File: config.mk
export PLATFORM = sky130hd
export DESIGN_NAME = media_transport_control_core_flat
export DESIGN_NICKNAME = d
export VERILOG_FILES = /design/src/design/mtc_pkg.sv /design/src/design/mtc_in_if.sv /design/src/design/mtc_out_if.sv /design/src/design/media_transport_control_core.sv /design/src/flat_wrapper.sv
export SDC_FILE = /design/constraint.sdc
export NUM_CORES = 1
export LEC_CHECK = 0
export BUFFER_PORTS_ARGS = -buffer_cell sky130_fd_sc_hd__buf_2
export CELL_PAD_IN_SITES_DETAIL_PLACEMENT = 0
export CELL_PAD_IN_SITES_GLOBAL_PLACEMENT = 1
export CORE_ASPECT_RATIO = 1.75
export CORE_MARGIN = 4
export CORE_UTILIZATION = 45
export CTS_BUF_LIST = sky130_fd_sc_hd__clkbuf_2
export CTS_CLUSTER_DIAMETER = 60
export DETAILED_ROUTE_END_ITERATION = 8
export PLACE_DENSITY_LB_ADDON = 0.1
export SYNTH_ARGS = -nofsm -noshare
export SYNTH_HDL_FRONTEND = slang
export SYNTH_SLANG_ARGS = --single-unit
File: constraint.sdc
create_clock -name clk_i -period 13.7 [get_ports clk_i]
set_clock_uncertainty 0.05 [all_clocks]
set_input_delay 2.055 -clock clk_i [delete_from_list [all_inputs] [get_ports clk_i]]
set_output_delay 2.055 -clock clk_i [all_outputs]
set_load 0.03 [all_outputs]
File: src/design/mtc_pkg.sv
// ----------------------------------------------------------------------------
// mtc_pkg
// Shared types and constants of the media transport controller: payload
// structures of the item and result words, operation codes and key codes.
// ----------------------------------------------------------------------------
package mtc_pkg;

  // Field widths
  localparam int unsigned OpW   = 2;
  localparam int unsigned KeyW  = 8;
  localparam int unsigned AddrW = 32;
  localparam int unsigned IdxW  = 3;
  localparam int unsigned RowW  = 2;
  localparam int unsigned RateW = 20;

  // Default depth of the track start table.
  localparam int unsigned TableEntriesDef = 8;

  // Block rate after reset: blocks per second of audio.
  localparam logic [RateW-1:0] RateReset = 20'd172;

  // Operation codes of an item word.
  typedef enum logic [OpW-1:0] {
    OP_KEY   = 2'd0,
    OP_POLL  = 2'd1,
    OP_LOAD  = 2'd2,
    OP_START = 2'd3
  } mtc_op_e;

  // PS/2 scancodes.
  localparam logic [KeyW-1:0] KeyBreak = 8'hF0;
  localparam logic [KeyW-1:0] KeyNext  = 8'h31;
  localparam logic [KeyW-1:0] KeyPrev  = 8'h4D;
  localparam logic [KeyW-1:0] KeyFfwd  = 8'h2B;
  localparam logic [KeyW-1:0] KeyRew   = 8'h32;
  localparam logic [KeyW-1:0] KeyDown  = 8'h3B;
  localparam logic [KeyW-1:0] KeyUp    = 8'h42;
  localparam logic [KeyW-1:0] KeyEnter = 8'h5A;
  localparam logic [KeyW-1:0] KeySpace = 8'h29;

  // Item word.
  typedef struct packed {
    logic [OpW-1:0]   operation;
    logic [KeyW-1:0]  scancode;
    logic [AddrW-1:0] block_position;
    logic [IdxW-1:0]  table_index;
    logic [AddrW-1:0] table_value;
  } mtc_item_t;

  // Result word.
  typedef struct packed {
    logic             seek_valid;
    logic [AddrW-1:0] seek_address;
    logic             play_on;
    logic [IdxW-1:0]  track_now;
    logic [IdxW-1:0]  cursor_track;
    logic [RowW-1:0]  cursor_row;
    logic [IdxW-1:0]  window_top;
  } mtc_result_t;

endpackage

File: src/design/mtc_in_if.sv
// ----------------------------------------------------------------------------
// mtc_in_if
// Valid/ready channel that carries item words into the controller.
// ----------------------------------------------------------------------------
interface mtc_in_if;
  import mtc_pkg::*;

  logic      valid;
  logic      ready;
  mtc_item_t payload;

  modport source (output valid, output payload, input ready);
  modport sink   (input valid, input payload, output ready);

endinterface

File: src/design/mtc_out_if.sv
// ----------------------------------------------------------------------------
// mtc_out_if
// Valid/ready channel that carries result words out of the controller.
// ----------------------------------------------------------------------------
interface mtc_out_if;
  import mtc_pkg::*;

  logic        valid;
  logic        ready;
  mtc_result_t payload;

  modport source (output valid, output payload, input ready);
  modport sink   (input valid, input payload, output ready);

endinterface

File: src/design/media_transport_control_core.sv
// ----------------------------------------------------------------------------
// media_transport_control_core
// Transport controller of a block-based audio player: track table, keyboard
// transport keys, selection cursor and end-of-track advance.
// ----------------------------------------------------------------------------
// Usage:
//   Item words enter on item_i (valid/ready). Each one, whether a key byte,
//   a position poll, a table load or a start command, yields exactly one
//   result word on result_o, in order. The block rate register is written
//   through cfg_we_i/cfg_wdata_i; the user must write it only while no word
//   is in flight; the block does not enforce this. Throughput is one word per
//   cycle while result_o takes its words; an accepted word passes through
//   the read stage into the result register. The track start table sits in
//   a synchronous memory with two read ports (start and end of the target
//   track); the start and end of the current track are forwarded from the
//   read data to the next word, so the memory read does not hold up the
//   following word.
//   When result_o stalls, one word waits in the result register and one in
//   the read stage; item_i then drops ready until the result is taken.
//   Reset empties the pipeline, clears all table entries (per-entry nonzero
//   flags), the transport and cursor state, and sets the block rate to 172.
// ----------------------------------------------------------------------------
module media_transport_control_core #(
  parameter int unsigned TABLE_ENTRIES = mtc_pkg::TableEntriesDef
) (
  input  logic                     clk_i,
  input  logic                     rst_ni,
  input  logic                     cfg_we_i,
  input  logic [mtc_pkg::RateW-1:0] cfg_wdata_i,
  mtc_in_if.sink                   item_i,
  mtc_out_if.source                result_o
);
  import mtc_pkg::*;

  // Only entries reachable by the table index field are stored.
  localparam int unsigned MemDepth = (TABLE_ENTRIES < (2 ** IdxW)) ? TABLE_ENTRIES : (2 ** IdxW);
  localparam int unsigned MemAw    = $clog2(MemDepth);
  localparam int unsigned CntW     = $clog2(MemDepth + 1);

  // Configuration and state registers
  logic [RateW-1:0] rate_q;
  logic [AddrW-1:0] tbl_mem [MemDepth];
  logic [MemDepth-1:0] nz_q, nz_d;
  logic [IdxW-1:0]  total_q, total_d;
  logic [IdxW-1:0]  cur_idx_q, cur_idx_d;
  logic [AddrW-1:0] cur_start_q, cur_end_q;
  logic             play_q, play_d;
  logic             skip_q, skip_d;
  logic [IdxW-1:0]  csr_idx_q, csr_idx_d;
  logic [RowW-1:0]  csr_line_q, csr_line_d;
  logic [IdxW-1:0]  win_q, win_d;

  // Read stage
  logic             s2_valid_q;
  logic             s2_go_q, s2_go_d;
  logic             s2_seek_q, s2_seek_d;
  logic [AddrW-1:0] s2_addr_q, s2_addr_d;
  logic [AddrW-1:0] rd0_q, rd1_q;
  logic             rd_ok0_q, rd_ok1_q;

  // Result register
  logic             out_valid_q;
  mtc_result_t      out_q;

  // Handshake
  logic      acc;
  logic      s2_move;
  mtc_item_t itm;

  assign itm      = item_i.payload;
  assign s2_move  = s2_valid_q && (!out_valid_q || result_o.ready);
  assign item_i.ready = !s2_valid_q || s2_move;
  assign acc      = item_i.valid && item_i.ready;

  // Bounds of the target track read in the read stage.
  logic [AddrW-1:0] s2_start, s2_end;
  assign s2_start = rd_ok0_q ? rd0_q : '0;
  assign s2_end   = rd_ok1_q ? rd1_q : '0;

  // Current track bounds with the pending seek forwarded.
  logic [AddrW-1:0] eff_start, eff_end;
  assign eff_start = (s2_valid_q && s2_go_q) ? s2_start : cur_start_q;
  assign eff_end   = (s2_valid_q && s2_go_q) ? s2_end   : cur_end_q;

  // Distance limits in blocks.
  logic [AddrW-1:0] two_c, five_c, dist_in, dist_left;
  assign two_c     = AddrW'(rate_q) << 1;
  assign five_c    = (AddrW'(rate_q) << 2) + AddrW'(rate_q);
  assign dist_in   = itm.block_position - eff_start;
  assign dist_left = eff_end - itm.block_position;

  // Decode of the item word.
  logic [IdxW:0]   tgt;
  logic [IdxW-1:0] t_sel;
  logic [IdxW:0]   t_next;
  logic            wr_en;
  logic [MemAw-1:0] wr_addr;
  logic [IdxW:0]   cur_next, cur_prev;

  assign cur_next = {1'b0, cur_idx_q} + 1'b1;
  assign cur_prev = (cur_idx_q == '0) ? '1 : ({1'b0, cur_idx_q} - 1'b1);

  always_comb begin
    play_d     = play_q;
    skip_d     = skip_q;
    csr_idx_d  = csr_idx_q;
    csr_line_d = csr_line_q;
    win_d      = win_q;
    s2_go_d    = 1'b0;
    s2_seek_d  = 1'b0;
    s2_addr_d  = '0;
    tgt        = '0;
    wr_en      = 1'b0;
    unique case (mtc_op_e'(itm.operation))
      OP_KEY: begin
        if (skip_q) begin
          skip_d = 1'b0;
        end else begin
          unique case (itm.scancode)
            KeyBreak: skip_d = 1'b1;
            KeyNext: begin
              tgt = cur_next;
              s2_go_d = 1'b1;
              play_d = 1'b1;
            end
            KeyPrev: begin
              tgt = (dist_in < two_c) ? cur_prev : {1'b0, cur_idx_q};
              s2_go_d = 1'b1;
              play_d = 1'b1;
            end
            KeyFfwd: begin
              if (dist_left < five_c) begin
                tgt = cur_next;
                s2_go_d = 1'b1;
              end else begin
                s2_seek_d = 1'b1;
                s2_addr_d = itm.block_position + five_c;
              end
              play_d = 1'b1;
            end
            KeyRew: begin
              if (dist_in < five_c) begin
                tgt = {1'b0, cur_idx_q};
                s2_go_d = 1'b1;
              end else begin
                s2_seek_d = 1'b1;
                s2_addr_d = itm.block_position - five_c;
              end
              play_d = 1'b1;
            end
            KeyDown: begin
              if (({1'b0, csr_idx_q} + 1'b1) < {1'b0, total_q}) begin
                if (csr_line_q == '1) begin
                  win_d = win_q + 1'b1;
                end else begin
                  csr_line_d = csr_line_q + 1'b1;
                end
                csr_idx_d = csr_idx_q + 1'b1;
              end
            end
            KeyUp: begin
              if (csr_idx_q != '0) begin
                if (csr_line_q == '0) begin
                  win_d = win_q - 1'b1;
                end else begin
                  csr_line_d = csr_line_q - 1'b1;
                end
                csr_idx_d = csr_idx_q - 1'b1;
              end
            end
            KeyEnter: begin
              tgt = {1'b0, csr_idx_q};
              s2_go_d = 1'b1;
              play_d = 1'b1;
            end
            KeySpace: play_d = !play_q;
            default: ;
          endcase
        end
      end
      OP_POLL: begin
        if (itm.block_position >= eff_end) begin
          tgt = cur_next;
          s2_go_d = 1'b1;
        end
      end
      OP_LOAD: begin
        wr_en = (32'(itm.table_index) < MemDepth);
      end
      OP_START: begin
        s2_go_d    = 1'b1;
        play_d     = 1'b1;
        csr_idx_d  = '0;
        csr_line_d = '0;
        win_d      = '0;
      end
      default: ;
    endcase
    if (s2_go_d) begin
      s2_seek_d = 1'b1;
    end
  end

  // Target track, wrapped to zero past the last one.
  assign t_sel     = (tgt >= {1'b0, total_q}) ? '0 : tgt[IdxW-1:0];
  assign t_next    = {1'b0, t_sel} + 1'b1;
  assign cur_idx_d = s2_go_d ? t_sel : cur_idx_q;
  assign wr_addr   = itm.table_index[MemAw-1:0];

  // Nonzero flags and track count after a table load.
  logic [CntW-1:0] cnt;
  always_comb begin
    nz_d = nz_q;
    cnt  = '0;
    if (wr_en) begin
      nz_d[wr_addr] = (itm.table_value != '0);
    end
    for (int i = 0; i < MemDepth; i++) begin
      cnt = cnt + CntW'(nz_d[i]);
    end
    total_d = (cnt == '0) ? '0 : IdxW'(cnt - 1'b1);
  end

  // Read addresses for the start and end of the target track.
  logic            rd_in0, rd_in1;
  logic [MemAw-1:0] rd_a0, rd_a1;
  assign rd_in0 = (32'(t_sel) < MemDepth);
  assign rd_in1 = (32'(t_next) < MemDepth);
  assign rd_a0  = t_sel[MemAw-1:0];
  assign rd_a1  = t_next[MemAw-1:0];

  // Track table memory: one write port, two registered read ports.
  always_ff @(posedge clk_i) begin
    if (acc) begin
      if (wr_en) begin
        tbl_mem[wr_addr] <= itm.table_value;
      end
      rd0_q <= tbl_mem[rd_a0];
      rd1_q <= tbl_mem[rd_a1];
    end
  end

  // Read stage payload.
  always_ff @(posedge clk_i) begin
    if (acc) begin
      s2_go_q   <= s2_go_d;
      s2_seek_q <= s2_seek_d;
      s2_addr_q <= s2_addr_d;
    end
  end

  // Entry validity captured with the read, and all control state.
  always_ff @(posedge clk_i or negedge rst_ni) begin
    if (!rst_ni) begin
      rate_q      <= RateReset;
      nz_q        <= '0;
      total_q     <= '0;
      cur_idx_q   <= '0;
      cur_start_q <= '0;
      cur_end_q   <= '0;
      play_q      <= 1'b0;
      skip_q      <= 1'b0;
      csr_idx_q   <= '0;
      csr_line_q  <= '0;
      win_q       <= '0;
      rd_ok0_q    <= 1'b0;
      rd_ok1_q    <= 1'b0;
      s2_valid_q  <= 1'b0;
    end else begin
      if (cfg_we_i) begin
        rate_q <= cfg_wdata_i;
      end
      if (acc) begin
        nz_q       <= nz_d;
        total_q    <= total_d;
        cur_idx_q  <= cur_idx_d;
        play_q     <= play_d;
        skip_q     <= skip_d;
        csr_idx_q  <= csr_idx_d;
        csr_line_q <= csr_line_d;
        win_q      <= win_d;
        rd_ok0_q   <= rd_in0 && nz_q[rd_a0];
        rd_ok1_q   <= rd_in1 && nz_q[rd_a1];
      end
      if (s2_valid_q && s2_go_q) begin
        cur_start_q <= s2_start;
        cur_end_q   <= s2_end;
      end
      if (acc) begin
        s2_valid_q <= 1'b1;
      end else if (s2_move) begin
        s2_valid_q <= 1'b0;
      end
    end
  end

  // Result register; state registers still hold the word's outcome here.
  always_ff @(posedge clk_i or negedge rst_ni) begin
    if (!rst_ni) begin
      out_valid_q <= 1'b0;
    end else if (s2_move) begin
      out_valid_q <= 1'b1;
    end else if (result_o.ready) begin
      out_valid_q <= 1'b0;
    end
  end

  always_ff @(posedge clk_i) begin
    if (s2_move) begin
      out_q.seek_valid   <= s2_seek_q;
      out_q.seek_address <= s2_go_q ? s2_start : s2_addr_q;
      out_q.play_on      <= play_q;
      out_q.track_now    <= cur_idx_q;
      out_q.cursor_track <= csr_idx_q;
      out_q.cursor_row   <= csr_line_q;
      out_q.window_top   <= win_q;
    end
  end

  assign result_o.valid   = out_valid_q;
  assign result_o.payload = out_q;

  // Assertions
  a_stall_blocks: assert property (@(posedge clk_i) disable iff (!rst_ni)
    s2_valid_q && out_valid_q && !result_o.ready |-> !item_i.ready)
    else $error("Item accepted while both pipeline stages are stalled.");

  a_accept_fills: assert property (@(posedge clk_i) disable iff (!rst_ni)
    item_i.valid && item_i.ready |=> s2_valid_q)
    else $error("Accepted word did not enter the read stage.");

  a_total_range: assert property (@(posedge clk_i) disable iff (!rst_ni)
    32'(total_q) < MemDepth)
    else $error("Track total exceeds the table depth.");

  a_cursor_window: assert property (@(posedge clk_i) disable iff (!rst_ni)
    IdxW'(win_q + IdxW'(csr_line_q)) == csr_idx_q)
    else $error("Cursor row and window top disagree with the cursor track.");

endmodule

File: src/flat_wrapper.sv
// flat-port wrapper written by rule: the top's interface ports become plain ports
module media_transport_control_core_flat import mtc_pkg::*;
#(
  parameter int unsigned TABLE_ENTRIES = mtc_pkg::TableEntriesDef
)
  (clk_i, rst_ni, cfg_we_i, cfg_wdata_i, item_i_valid, item_i_payload, item_i_ready, result_o_valid, result_o_payload, result_o_ready);
  mtc_in_if item_i_i ();
  mtc_out_if result_o_i ();
  input  logic clk_i;
  input  logic rst_ni;
  input  logic cfg_we_i;
  input  logic [mtc_pkg::RateW-1:0] cfg_wdata_i;
  input wire logic [$bits(item_i_i.valid)-1:0] item_i_valid;
  input wire logic [$bits(item_i_i.payload)-1:0] item_i_payload;
  output wire logic [$bits(item_i_i.ready)-1:0] item_i_ready;
  output wire logic [$bits(result_o_i.valid)-1:0] result_o_valid;
  output wire logic [$bits(result_o_i.payload)-1:0] result_o_payload;
  input wire logic [$bits(result_o_i.ready)-1:0] result_o_ready;
  assign item_i_i.valid = item_i_valid;
  assign item_i_i.payload = item_i_payload;
  assign item_i_ready = item_i_i.ready;
  assign result_o_valid = result_o_i.valid;
  assign result_o_payload = result_o_i.payload;
  assign result_o_i.ready = result_o_ready;
  media_transport_control_core #(.TABLE_ENTRIES(TABLE_ENTRIES)) u_core (.clk_i(clk_i), .rst_ni(rst_ni), .cfg_we_i(cfg_we_i), .cfg_wdata_i(cfg_wdata_i), .item_i(item_i_i), .result_o(result_o_i));
endmodule
---- Word-level counts from Yosys, hierarchy flattened ----
Memories as Yosys holds them, arrays and structs flattened. A register that Yosys moved wholly into a read port is not among the register bits.
Index checks and enable logic that the tools add are counted.
cells by class
  add/sub/neg operators ................... 23
  magnitude comparators ................... 11
  equality and inequality tests ........... 22
  multiplexer cells ....................... 69
  bitwise operators ....................... 1
  reductions and logical operators ........ 28
operators by type and width
  kind                   number
  $mux W32               7
  $sub A32 B32 Y32       3
  $lt A32 B32 Y1         2
  $pmux W32 S2           1
  $eq A8 B6 Y1 const B   5
  $mux W3                11
  $add A32 B32 Y32       1
  $ge A32 B32 Y1         1
  $lt A32 B21 Y1         1
  $reduce_bool A32 Y1    1
  $add A4 B1 Y4          6
  $eq A8 B7 Y1 const B   3
  $pmux W3 S2            4
  $add A22 B20 Y23       1
  $mux W1                22
  $mux W4                5
  $pmux W4 S5            1
  $reduce_and A8 Y1      2
  $ne A3 B2 Y1 const B   5
  $add A3 B1 Y4 const B  3
  $lt A3 B4 Y1 const B   3
  $mux W2                5
  $ne A3 B3 Y1 const B   3
  $sub A3 B1 Y3 const B  3
  other kinds (36)       55
word-level totals
  register bits after elaboration ......... 191
  RAM bits ................................ 256
  input bits .............................. 102
  output and inout port bits .............. 47
  logic and storage cells ................. 180
  memories ................................ 1
memories
  name            words  bits a word  rd ports  clocked after memory_dff  wr ports  RTL line                            text
  u_core.tbl_mem  8      32           2         2                         1         media_transport_control_core.sv:42  logic [AddrW-1:0] tbl_mem [MemDepth];

---- Longest topological paths before layout ----
  depth in word-level cells ............... 15
  depth in mapped cells ................... 52
  mapped depth without buffers ............ 44

---- Worst setup path before layout ----
No wires, ideal clock.
  path kind ............................... input to register
  start ................................... in item_i_payload[36]
  end ..................................... reg u_core.rd1_q[14] (read register of u_core.tbl_mem), data pin
  library setup time ...................... 260 ps
  arrival time ............................ 10,709 ps
  required time ........................... 13,390 ps
  slack ................................... 2,680 ps
  stages .................................. 43
  buffers on the path ..................... 9
  cells stage by stage .................... inv_1 > ha_1 > nor2b_4 > o31a_1 > o41a_1 > or3b_4 > a21oi_2 > nand2b_1 > nand2b_1 > a21oi_1 > xnor2_1 > ha_1 > nand2_1 > nor2_1 > and2_0 > a221o_1 > o21a_1 > or4_1 > (+7 left out) > buf_2 > buf_2 > ha_1 > nand2b_1 > a21o_1 > a21oi_1 > o41ai_2 > a31oi_1 > and2_4 > buf_6 > buf_8 > buf_4 > buf_2 > ha_1 > clkbuf_1 > clkbuf_1 > mux4_2 > mux2_4
on the way
  word-level cells in the longest chain between the ends .. 9
  elaborated cells between the ends (all ways) .. 16
  classes of those cells .................. 3 x add/sub; 5 x order compare; 8 x mux
ends and longest elaborated chain
  element                                       RTL line                                                                text
  start: declaration                            flat_wrapper.sv:14                                                      input wire logic [$bits(item_i_i.payload)-1:0] item_i_payload;
  $sub A32 B32 Y32, on equally long branches    media_transport_control_core.sv:89, media_transport_control_core.sv:90
  $lt A32 B32 Y1, or another cell as far along  media_transport_control_core.sv:142                                     if (dist_in < five_c) begin
  $mux W3, or another cell as far along         media_transport_control_core.sv:142
  $pmux W4 S5                                   media_transport_control_core.sv:119                                     unique case (itm.scancode)
  $mux W4                                       media_transport_control_core.sv:116                                     if (skip_q) begin
  $pmux W4 S2 *                                 media_transport_control_core.sv:114                                     unique case (mtc_op_e'(itm.operation))
  $ge A4 B3 Y1                                  media_transport_control_core.sv:205                                     assign t_sel = (tgt >= {1'b0, total_q}) ? '0 : tgt[IdxW-1:0];
  $mux W3 *                                     media_transport_control_core.sv:205
  net u_core.rd_a0[0]                           media_transport_control_core.sv:226                                     logic [MemAw-1:0] rd_a0, rd_a1;
  $add A3 B1 Y4 *                               media_transport_control_core.sv:206                                     assign t_next = {1'b0, t_sel} + 1'b1;
  end: declaration                              media_transport_control_core.sv:58                                      logic [AddrW-1:0] rd0_q, rd1_q;
The timed path passes the listed nets; every way through them passes the cells marked *.
A chain may end at the register's enable or synchronous reset.

---- Worst setup path after layout ----
  start ................................... reg u_core.s2_valid_q
  end ..................................... reg u_core.rd1_q[15] (read register of u_core.tbl_mem), data pin
on the way
  word-level cells in the longest chain between the ends .. 11
  elaborated cells between the ends (all ways) .. 23
  classes of those cells .................. 3 x add/sub; 5 x order compare; 10 x mux; 5 x reduce/logical
ends and longest elaborated chain
  element                                       RTL line                                                                text
  start: declaration                            media_transport_control_core.sv:54                                      logic s2_valid_q;
  start signal: assignment                      media_transport_control_core.sv:268                                     s2_valid_q <= 1'b0;
  start signal: assignment                      media_transport_control_core.sv:290                                     s2_valid_q <= 1'b1;
  start signal: assignment                      media_transport_control_core.sv:292                                     s2_valid_q <= 1'b0;
  $logic_and A1 B1 Y1                           media_transport_control_core.sv:82, media_transport_control_core.sv:83
  $mux W32                                      -
  $sub A32 B32 Y32, on equally long branches    media_transport_control_core.sv:89, media_transport_control_core.sv:90
  $lt A32 B32 Y1, or another cell as far along  media_transport_control_core.sv:142
  $mux W3, or another cell as far along         media_transport_control_core.sv:142
  $pmux W4 S5                                   media_transport_control_core.sv:119
  $mux W4                                       media_transport_control_core.sv:116
  $pmux W4 S2                                   media_transport_control_core.sv:114
  $ge A4 B3 Y1                                  media_transport_control_core.sv:205
  $mux W3                                       media_transport_control_core.sv:205
  $add A3 B1 Y4                                 media_transport_control_core.sv:206
Several ways; a longest one is shown, not always the timed one.

==> flow_metrics.py <==
metrics = {
    "status": {
        "status": "finished clean",
    },
    "clock_tree": {
        "cts_sinks": 511,
        "cts_buffer_depth": 3,
        "clk_pin_slew_ps": 120,
        "cts_setup_buffers": 0,
        "clk-insertion-delay-late_ps": 1390,
        "cts_tree": "yes",
        "ctsResizeCount": 0,
        "numCtsBuffers": 118,
        "cts-root-buf": "clkbuf_2",
        "ctsHoldBuffers": 0,
        "htree_levels": 3,
    },
    "placement": {
        "gp_congestion": 0.968,
        "place_ws_ps": 1820,
        "portBuffers": 148,
        "hpwlAfterDp_um": 78800,
    },
    "setup_path": {
        "worst-r2r-cell-count": 37,
        "max_stage_delay_ps": 740,
        "r2r-start": "u_core.s2_valid_q",
        "cp_max_fo": 43,
        "cp_slowest_cell": "and2_4",
        "end_kind": "flip-flop",
        "critPathArrivalTime_ps": 12670,
        "r2r_setup_slack_ps": 2040,
        "critical_path_required_ps": 14720,
        "crit_type": "flip-flop to flip-flop",
        "worstReg2RegEnd": "u_core.rd1_q[15]",
        "cp_common_cell": "a21oi_1",
        "critPathLaunchType": "flip-flop",
    },
    "synthesis": {
        "yosysMostFrequentCell": "edfxtp_1",
        "synth_edf_count": 399,
        "async_flop_share_pct": 21.9,
        "synth_top_area_share_pct": 37.9,
        "synth.avg_cell_area_um2": 10.9,
        "synth_top_cell_by_area": "edfxtp_1",
        "ys_seq_elements": 511,
        "syn_inst": 2902,
        "ys_warn_count": 0,
        "synth_nets": 3220,
        "seq_area_frac_synth_pct": 46.7,
        "synthDistinctLibCells": 98,
        "synthTopCellsByArea": "edfxtp_1 (38%), dfrtp_1 (8.5%), ha_1 (8.1%), mux4_2 (4.7%), mux2_2 (3.9%)",
        "synth_common_cells": "edfxtp_1 (399), nand2_1 (286), ha_1 (206), inv_1 (201), nor2_1 (160)",
        "synthFlopType": "edfxtp_1",
        "syn_area_um2": 31600,
    },
    "route": {
        "drtIter0Drc": 1320,
        "routedWlPerCell_um": 25.9,
        "postRouteAntennaNets": 0,
        "vias": 23915,
        "drtPass1Iterations": 5,
        "viasPerCell": 5.86,
        "wl_um": 105000,
        "remaining_drc_errors": 0,
    },
    "final_layout": {
        "final-seq-area_um2": 14800,
        "area_delta_synth_final_pct": 8.99,
        "n_fill_cell": 6436,
        "multi_input_area_um2": 15600,
        "layout-drive-gt1-share_pct": 19.1,
        "final_nets": 3386,
    },
    "die": {
        "dieHeight_um": 359,
        "core_area_um2": 69700,
        "num_rows": 128,
        "pin_count": 149,
        "initial_core_util_pct": 45.4,
        "dieArea_um2": 74800,
        "die-width_um": 208,
    },
    "worst_hold_path": {
        "holdPathStages": 0,
        "hp-class": "flip-flop to flip-flop",
        "worstHoldEndpoint": "u_core.result_o.payload[44]",
        "hp-start": "u_core.s2_seek_q",
    },
    "power": {
        "p_leak_nw": 13.8,
        "p_seq_share_pct": 34.5,
        "vdd_drop_max_v": 0.000103,
        "power.density_nw_per_um2": 170,
        "power.internal_w": 0.00340,
        "swShare_pct": 41.8,
        "total_power_w": 0.00585,
        "power_frac_comb_pct": 47.1,
        "p_sw_w": 0.00245,
        "clkPwrFrac_pct": 18.4,
    },
    "grt": {
        "grt_max_degree": 102,
        "globalRouteMet3Util_pct": 3.90,
        "grt-busiest-layer": "met2",
        "first_global_vias": 25249,
        "grtUsageMet2_pct": 52.5,
        "grt_use_met1_pct": 29.6,
        "grt_pass1_wl_um": 157000,
        "grt_use_total_pct": 27.7,
        "antenna_found_initial": 7,
        "grt_overflow": 0,
    },
    "sta": {
        "setup_slack_ps": 2040,
        "fmax_ghz": 0.0858,
        "setup_violations": 0,
        "rsz0062_at_grt": "false",
        "hold_viol_final": 0,
        "layout_min_cycle_time_ps": 11660,
        "setup_tns_ps": 0,
        "worst_pin_slew_ps": 1260,
        "final_max_slew_viol_count": 0,
        "post-route-period-util_pct": 85.1,
        "slew_headroom_pct": 13.8,
    },
    "run": {
        "drv_cap": 0,
    },
}
-- per-stage QoR --
stage	hold slack (ps)	utilization, %	instances	cell area [µm²]
finish	382	49.5	4080	34500
floorplan	350	-	2902	31600
detailed placement	361	47.8	3858	33300
global placement	355	47.8	3858	33300
global route	406	49.5	4080	34500
CTS	386	49.5	4078	34500
-- layout make-up --
type,instances,share of cell area [%]
multi-input cells,2052,45.2
well taps,910,3.30
clock inverters,57,1.12
repair buffers,183,2.95
flip-flops and latches,511,42.9
inverters,202,2.21
diodes,2,0.0145
clock buffers,163,2.37
-- routing by layer --
layer | vias to the layer above | part of all wire [%]
met2 | 669 | 55
li1 | 11208 | -
met4 | 0 | 5.5
met5 | - | 0
met3 | 256 | 3.6
met1 | 11782 | 36
-- worst max path at each step --
stage                     slack (ps)          startpoint                to
after floorplan                 2680  item_i_payload[36]  u_core.rd1_q[14]
after global placement          1950  item_i_payload[37]   u_core.rd1_q[8]
after detailed placement        1820  item_i_payload[37]  u_core.rd0_q[12]
after CTS                       2000   u_core.s2_valid_q  u_core.rd1_q[19]
after global routing            1450    u_core.rate_q[1]   u_core.rd0_q[1]
final                           2040   u_core.s2_valid_q  u_core.rd1_q[15]
-- layout by cell type, fill, tap and decap left out, types with 26 or more instances in the layout --
cell type  count
nand2b_1      31
o21a_1        45
nand4_1       26
ha_1         205
nor2_1       153
dfrtp_1      107
mux2_2       109
buf_4         35
mux2i_1      111
inv_1        200
clkbuf_2     163
nand2_1      284
buf_2        147
nand3_1      100
o21ai_0      157
xnor2_1       59
nor3_1        55
o211ai_1      31
a21o_1        48
a21oi_1      151
mux4_2        66
clkinv_1      34
o21ai_1       30
edfxtp_1     399
-- sequential cells by signal (all words and copies together) (netlist names), 2 cells and up --
signal / cells
u_core.cur_end_q: 32
u_core.win_q: 3
u_core.tbl_mem: 256
u_core.csr_line_q: 2
u_core.rate_q: 20
u_core.total_q: 3
u_core.rd0_q: 32
u_core.cur_start_q: 32
u_core.rd1_q: 32
u_core.s2_addr_q: 32
u_core.csr_idx_q: 3
u_core.nz_q: 8
u_core.cur_idx_q: 3
u_core.result_o.payload: 45
-- cell families after synthesis --
family	synth area share (%)
AO/OA/AOI/OAI	13.8
XOR/XNOR	2.17
multiplexers	12.2
adder cells (fa/ha/maj)	8.84
buffers and inverters	4.36
AND/OR/NAND/NOR	11.9
flip-flops	46.7
-- critical path: cells and delay by family (launching register included) --
kind	cells	cell delay, ps
compound gates	19	4500
simple gates	8	2880
fa+ha+maj	4	1170
buf+inv	3	1170
flops	1	730
xor+xnor	2	440
mux	1	400
-- power groups by stage --
stage | registers (W) | logic (W) | clock network (W)
after global placement | 0.00205 | 0.00270 | 0
after CTS | 0.00202 | 0.00276 | 0.00113
after floorplan | 0.00201 | 0.00196 | 0
after global routing | 0.00204 | 0.00303 | 0.00120
final | 0.00202 | 0.00276 | 0.00108
after detailed placement | 0.00205 | 0.00274 | 0
Power figures use the tool's default switching activity.
